[config.mk]
export PLATFORM = sky130hd
export DESIGN_NAME = tsac_sqrt
export DESIGN_NICKNAME = d
export VERILOG_FILES = /design/src/sv/tsac_pkg.sv /design/src/sv/tsac_sqrt.sv
export SDC_FILE = /design/constraint.sdc
export NUM_CORES = 1
export LEC_CHECK = 0
export CAP_MARGIN = 10
export CORE_AREA = 2 2 118 120
export CTS_BUF_LIST = sky130_fd_sc_hd__clkbuf_4 sky130_fd_sc_hd__clkbuf_8
export DETAILED_ROUTE_END_ITERATION = 8
export DIE_AREA = 0 0 120 122
export DONT_BUFFER_PORTS = 1
export PLACE_DENSITY = 0.66
export SLEW_MARGIN = 30
export SYNTH_ARGS = -nofsm -noshare
export SYNTH_HDL_FRONTEND = slang
export SYNTH_SLANG_ARGS = --single-unit
export TNS_END_PERCENT = 5
[constraint.sdc]
create_clock -name clock -period 4 [get_ports clock]
set_input_delay 0.2 -clock clock [delete_from_list [all_inputs] [get_ports clock]]
set_output_delay 0.2 -clock clock [all_outputs]
set_load 0.03 [all_outputs]
[src/sv/tsac_pkg.sv]
// Shared widths, constants, CORDIC angle table and beat types for the
// track slope angle change accumulator. No dependencies.
package tsac_pkg;

   localparam int COORD_W      = 20;
   localparam int DIFF_W       = COORD_W + 1;
   localparam int SQ_W         = 2 * DIFF_W;
   localparam int RAD_W        = SQ_W + 16;
   localparam int ROOT_W       = RAD_W / 2;
   localparam int ROOT_STEPS   = ROOT_W;
   localparam int RCNT_W       = $clog2(ROOT_STEPS);
   localparam int REM_W        = ROOT_W + 3;
   localparam int CORDIC_STEPS = 20;
   localparam int STEP_W       = 5;
   localparam int CW           = 40;
   localparam int TW           = 25;
   localparam int ANG_W        = 16;
   localparam int SEG_W        = 17;
   localparam int SUM_W        = 22;
   localparam int MAX_W        = 16;
   localparam int MAX_POINTS   = 64;
   localparam int PC_W         = $clog2(MAX_POINTS + 1);
   localparam int IN_DATA_W    = 64;
   localparam int OUT_DATA_W   = 88;

   localparam logic [SUM_W-1:0] SUM_MAX = {SUM_W{1'b1}};
   localparam logic [23:0]      DEG90   = 24'd5898240;
   localparam logic [24:0]      DEG180  = 25'd11796480;
   localparam logic signed [SEG_W-1:0] SEG_MISSING = -17'sd256;

   typedef struct packed {
      logic                 valid;
      logic signed [CW-1:0] x;
      logic signed [CW-1:0] y;
      logic signed [TW-1:0] t;
   } cordic_beat_type;

   typedef enum logic [4:0] {
      ST_IDLE = 5'b00001,
      ST_SQR  = 5'b00010,
      ST_ROOT = 5'b00100,
      ST_CORD = 5'b01000,
      ST_DONE = 5'b10000
   } state_type;

   function automatic logic signed [TW-1:0] atan_entry(input logic [STEP_W-1:0] i);
      logic signed [TW-1:0] v;
      case (i)
         5'd0:  v = 25'sd2949120;
         5'd1:  v = 25'sd1740967;
         5'd2:  v = 25'sd919879;
         5'd3:  v = 25'sd466945;
         5'd4:  v = 25'sd234379;
         5'd5:  v = 25'sd117304;
         5'd6:  v = 25'sd58666;
         5'd7:  v = 25'sd29335;
         5'd8:  v = 25'sd14668;
         5'd9:  v = 25'sd7334;
         5'd10: v = 25'sd3667;
         5'd11: v = 25'sd1833;
         5'd12: v = 25'sd917;
         5'd13: v = 25'sd458;
         5'd14: v = 25'sd229;
         5'd15: v = 25'sd115;
         5'd16: v = 25'sd57;
         5'd17: v = 25'sd29;
         5'd18: v = 25'sd14;
         5'd19: v = 25'sd7;
         default: v = '0;
      endcase
      return v;
   endfunction

   function automatic logic [ANG_W-1:0] finish_angle(input logic signed [TW-1:0] t,
                                                     input logic neg);
      logic [23:0] c;
      logic [24:0] u;
      logic [24:0] r;
      if (t < 0) begin
         c = '0;
      end else if (t > $signed({1'b0, DEG90})) begin
         c = DEG90;
      end else begin
         c = t[23:0];
      end
      u = neg ? (DEG180 - {1'b0, c}) : {1'b0, c};
      r = u + 25'd128;
      return r[23:8];
   endfunction

endpackage

[src/sv/tsac_sqrt.sv]
// Bit-serial integer square root, two radicand bits per cycle.
// Depends on tsac_pkg.
module tsac_sqrt (
   input  logic                          clock,
   input  logic                          reset,
   input  logic                          start,
   input  logic [tsac_pkg::RAD_W-1:0]    radicand,
   output logic                          done,
   output logic [tsac_pkg::ROOT_W-1:0]   root
);
   import tsac_pkg::*;

   logic [RAD_W-1:0]  rad_ff, rad_in;
   logic [REM_W-1:0]  rem_ff, rem_in;
   logic [ROOT_W-1:0] root_ff, root_in;
   logic [RCNT_W-1:0] cnt_ff, cnt_in;
   logic              busy_ff, busy_in;
   logic              done_ff, done_in;
   logic [REM_W-1:0]  rem_sh;
   logic [REM_W-1:0]  trial;

   always_comb begin
      rem_sh  = {rem_ff[REM_W-3:0], rad_ff[RAD_W-1 -: 2]};
      trial   = {{(REM_W-ROOT_W-2){1'b0}}, root_ff, 2'b01};
      rad_in  = rad_ff;
      rem_in  = rem_ff;
      root_in = root_ff;
      cnt_in  = cnt_ff;
      busy_in = busy_ff;
      done_in = 1'b0;
      if (start) begin
         rad_in  = radicand;
         rem_in  = '0;
         root_in = '0;
         cnt_in  = '0;
         busy_in = 1'b1;
      end else if (busy_ff) begin
         rad_in = {rad_ff[RAD_W-3:0], 2'b00};
         if (rem_sh >= trial) begin
            rem_in  = rem_sh - trial;
            root_in = {root_ff[ROOT_W-2:0], 1'b1};
         end else begin
            rem_in  = rem_sh;
            root_in = {root_ff[ROOT_W-2:0], 1'b0};
         end
         cnt_in = cnt_ff + 1'b1;
         if (cnt_ff == RCNT_W'(ROOT_STEPS - 1)) begin
            busy_in = 1'b0;
            done_in = 1'b1;
         end
      end
   end

   always_ff @(posedge clock) begin
      rad_ff  <= rad_in;
      rem_ff  <= rem_in;
      root_ff <= root_in;
      cnt_ff  <= cnt_in;
      if (reset) begin
         busy_ff <= 1'b0;
         done_ff <= 1'b0;
      end else begin
         busy_ff <= busy_in;
         done_ff <= done_in;
      end
   end

   assign done = done_ff;
   assign root = root_ff;

endmodule

; Yosys cells after proc, flatten, opt, wreduce, memory -nomap -nowiden
; Cells that the tools add are included.
[word_totals]
in_bits = 61
wordCells = 21
romBits = 0
ramBits = 0
latch_bits = 0
out_inout_bits = 30
n_memories = 0
ff_bits = 124
[classes]
n_reduce_logical = 2
order_cmp = 1
n_mux = 8
add_sub_neg = 2
shift = 0
mul = 0
div = 0
bitwise = 1
n_eq_ne = 1
[ops]
columns = cell, n
row1 = $mux W58, 2
row2 = $ge A32 B31 Y1, 1
row3 = $mux W30, 1
row4 = $sub A30 B30 Y30, 1
row5 = $add A5 B1 Y5 const B, 1
row6 = $eq A5 B5 Y1 const B, 1
row7 = $mux W1, 5
row8 = $reduce_or A3 Y1, 1
row9 = $reduce_bool A2 Y1, 1
row10 = $not A1 Y1, 1

; Depth between registers and ports, before layout
[depth]
word_depth = 4
depth_mapped = 12
ltp_nobuf = 10

; Least setup slack after synthesis
; No wires, ideal clock.
[synth_path]
path_type = register -> register
startpoint = reg root_ff[8], in the netlist root[8]
endpoint = reg rem_ff[27]
synth_period_minus_slack_ps = 2625
path_stages_with_launch = 12
arrival_time_ps = 2506
required_time_ps = 3881
path_buffers = 1
path_slack_ps = 1375
setup_time_ps = 119
path_cell_list = dfxtp_1 inv_1 ha_1 buf_2 a21o_1 a21oi_2 nor4b_4 a31oi_4 o311a_1 mux2i_1 a21oi_1 o221a_1
[synth_via]
elab_chain_len = 2
word_cells_on_any_way = 3
classes_between = 1 x add/sub / 1 x order compare / 1 x mux
[synth_lines]
columns = element, line_no
row1 = start: declaration, tsac_sqrt.sv:15  ; logic [ROOT_W-1:0] root_ff, root_in;
row2 = start signal: assignment, tsac_sqrt.sv:57  ; root_ff <= root_in;
row3 = $sub A30 B30 Y30 or $ge A32 B31 Y1 (tied branches), "tsac_sqrt.sv:40, tsac_sqrt.sv:39"
row4 = $mux W30 (*), tsac_sqrt.sv:39  ; if (rem_sh >= trial) begin
row5 = end signal: assignment, tsac_sqrt.sv:56  ; rem_ff <= rem_in;
row6 = end: declaration, tsac_sqrt.sv:14  ; logic [REM_W-1:0] rem_ff, rem_in;
; Every way passes the cells marked *; elsewhere a longest branch is shown, timed or not.
; A chain may end at the register's enable or synchronous reset.

; Worst setup path in the final report
[layout_path]
startpoint = reg root_ff[23], in the netlist root[23]
endpoint = reg rem_ff[25]
; The elaborated chain is that of the path after synthesis.

==> key figures <==
Outcome
  • Status: completed

Final layout
  • Area occupied by multi-input gates: 3600 um2
  • Fill cells: 1154
  • Final nets: 848
  • Share of cells above drive strength 1: 15.25%
  • Register area: 3064 um2
  • Final core occ: 60.57%
  • Area grow syn2layout: 16.52%
  • Final non-filler cell total: 948

Timing
  • Clk_skew: 0.01105 ns
  • Setup ws final: 0.7566 ns
  • F_max: 0.3083 GHz
  • Fin crit period: 3.243 ns
  • Slew HR: 51.98%
  • Sum of negative setup slack: 0 ns
  • Final Hold Vio Count: 0
  • WHS: 0.06828 ns
  • Final setup vio count: 0
  • Fin crit share: 81.08%
  • RSZ-0062 raised after global routing: no
  • Max Slew Vio Count: 0
  • Worst-Margin Slew: 0.7177 ns

Drt
  • DRT Pass-1 Iters: 5
  • Antenna Nets Post-Route: 0
  • Routed len/inst: 17.62 um
  • DR vias: 5473
  • DR DRC count: 0
  • Initial drt markers: 324
  • Via density: 5.773
  • Routed wire length: 16700 um

Floorplanning
  • Core Footprint: 13500 um2
  • IO Pins: 91
  • Die Ht: 122 um
  • Site Rows: 43
  • Die width: 120 um
  • Die area: 14640 um2
  • Initial core utilization: 51.98%

Placement
  • Final HPWL DP: 10910 um
  • GPL Wtd Cong: 0.9113
  • Input/output buffers: 0
  • Place WS: 0.8303 ns
  • Placed cells: 853

Global route
  • Initial antenna violation count: 1
  • Total grt overflow: 0
  • Number of global-route vias before repair: 5413
  • GRT Overall Usage: 23.83%
  • First-pass GRT wire length: 27190 um
  • Pin count of the biggest net entering global routing: 109

Synthesis
  • XOR/XNOR share of the synthesized area: 3.119%
  • Synth Area in Simple Gates: 11.69%
  • Synth Area in Compound Gates: 16.61%
  • Mapped Cells: 705
  • Flop and latch count out of synthesis: 124
  • Post-synth ARST share: 0%
  • Synth Flop Type: dfxtp_1
  • Largest family of logic cells by synthesized area: compound AO/OA/AOI/OAI gates
  • Mapped cell area: 7019 um2
  • Synth Area per Inst: 9.956 um2
  • Post-synthesis sequential area ratio: 43.64%
  • Adder-cell share of the synthesized area: 5.882%
  • Mux cell area share after synthesis: 13.98%
  • Post-synth EDFFs: 58
  • Yosys warns: 0
  • Synth Net Count: 799
  • Cell variety after synth: 69

Pwr
  • Pint: 3.575 mW
  • LEAKAGE: 3.244 nW
  • Sw Share: 44.07%
  • Power per Cell Area: 781.6 nW/um2
  • Flop pwr share: 26.1%
  • Peak VDD IR: 0.3989 mV
  • NetSw: 2.817 mW
  • Logic pwr share: 55.7%
  • Clk network pwr share: 18.2%

Clock tree
  • CTS buffer count: 17
  • Clk_lat worst skew: 0.46 ns
  • CTS tree: yes
  • Maximum clock path buffer count: 2
  • Sink Count: 124
  • CTS HTree Levels: 4
  • Setup bufs post-CTS: 0
  • Root buffer cell: clkbuf_8
  • Clk slew on worst S/H paths: 0.09 ns

Worst setup path
  • Req. time, crit path: 4.34 ns
  • Worst setup path class: flop to flop
  • Arrival @ worst endpoint: 3.58 ns
  • Critical Path End Type: flop
  • Crit-path max FO: 18
  • Crit start category: flop

Run
  • Max-Cap Viols: 0

Worst hold path
  • Hold WC Path Type: input pin to flop
## cells by family after synthesis
kind of cell / after synthesis
xor+xnor: 25
simple gates: 180
compound gates: 164
flops: 124
buf+inv: 88
mux: 91
fa+ha+maj: 33
## metal layers
| layer | track usage (%) | vias up | part of all wire (%) |
|---|---|---|---|
| met1 | 28.92 | 2597 | 43 |
| met3 | 5.665 | 34 | 6.0 |
| met2 | 41.26 | 180 | 49 |
| met5 | 0 | - | 0 |
| li1 | - | 2662 | - |
| met4 | 8.750 | 0 | 2.0 |
## cell type report
| class | count | share of cell area (%) |
|---|---|---|
| Antenna cell | 1 | 0.03060 |
| Clock buffer | 17 | 2.861 |
| Clock inverter | 15 | 2.188 |
| Inverter | 49 | 2.249 |
| Multi-Input combinational cell | 493 | 44.01 |
| Sequential cell | 124 | 37.46 |
| Tap cell | 180 | 2.754 |
| Timing Repair Buffer | 69 | 8.444 |
## synthesized netlist by cell type, types with 4 or more instances
library cell	instances	area, um2
a31oi_1	5	31.28
nor2b_1	4	25.02
o21ai_1	9	45.04
dfxtp_1	66	1321
a211oi_1	10	75.07
o21ai_0	25	125.1
a21oi_2	4	35.03
and3_1	6	37.54
xor2_1	14	122.6
buf_1	6	22.52
buf_2	11	55.05
ha_1	33	412.9
o21bai_1	4	30.03
o21a_1	4	30.03
nor2_1	84	315.3
edfxtp_1	58	1742
xnor2_1	11	96.34
nand2_1	42	157.7
nand3_1	12	60.06
a21o_1	16	120.1
mux2_2	56	630.6
and2_1	4	25.02
a21oi_1	39	195.2
nand4_1	10	62.56
nand2b_1	4	25.02
mux2i_1	35	350.3
a311oi_1	5	43.79
clkbuf_1	18	67.56
inv_1	49	183.9
## registers in the layout, summed over array words and instances, names as in the netlist
name,count
rad_ff,58
rem_ff,30
root,29
cnt_ff,5
busy_ff,1
done,1
## worst paths after layout
kind              cells past startpoint    endpoint      start  slack, ns
setup / recovery                     11  rem_ff[25]   root[23]       0.76
hold / removal                        2  rem_ff[19]      start       0.07
setup reg to reg                     11  rem_ff[25]   root[23]       0.76
hold reg to reg                       2   rem_ff[7]  rem_ff[7]       0.50
## worst max-delay path: stages, from the launching register on
cell and delay [ns]:
dfxtp_1 0.56, inv_1 0.08, ha_1 0.41, a21oi_1 0.34, o2111ai_1 0.18, a211oi_1 0.40
and3_1 0.27, a21o_1 0.14, buf_4 0.25, and3_1 0.22, a21oi_1 0.07, o32ai_1 0.20
## layout by cell type, fill, tap and decap left out, drive strengths merged, types with 13 or more instances in the layout
master / n
a21o: 16
a21oi: 43
clkbuf: 17
dfxtp: 66
dlygate4sd3: 61
edfxtp: 58
ha: 33
inv: 58
mux2: 56
mux2i: 35
nand2: 43
nand3: 13
nor2: 84
o21ai: 37
xor2: 14
## stage by stage
stage	power [mW]	area, um2
final	6.393	8179
after global routing	6.858	8179
after CTS	6.393	8177
after detailed placement	5.139	7126
after global placement	5.074	7126
after floorplan	4.409	7019
## timing repair
action                    in CTS  in global routing
hold endpoints to repair     110                  0
hold buffers                  62                  0
gates resized for setup        0                  0
## power by group through the flow
stage	registers, mW	clock network [mW]	logic [mW]
2_1_floorplan	1.64	0	2.77
3_3_place_gp	1.69	0	3.38
3_5_place_dp	1.69	0	3.45
4_1_cts	1.67	1.19	3.54
5_1_grt	1.69	1.24	3.93
6_report	1.67	1.16	3.56
No activity file was read; power rests on OpenSTA's default activity.
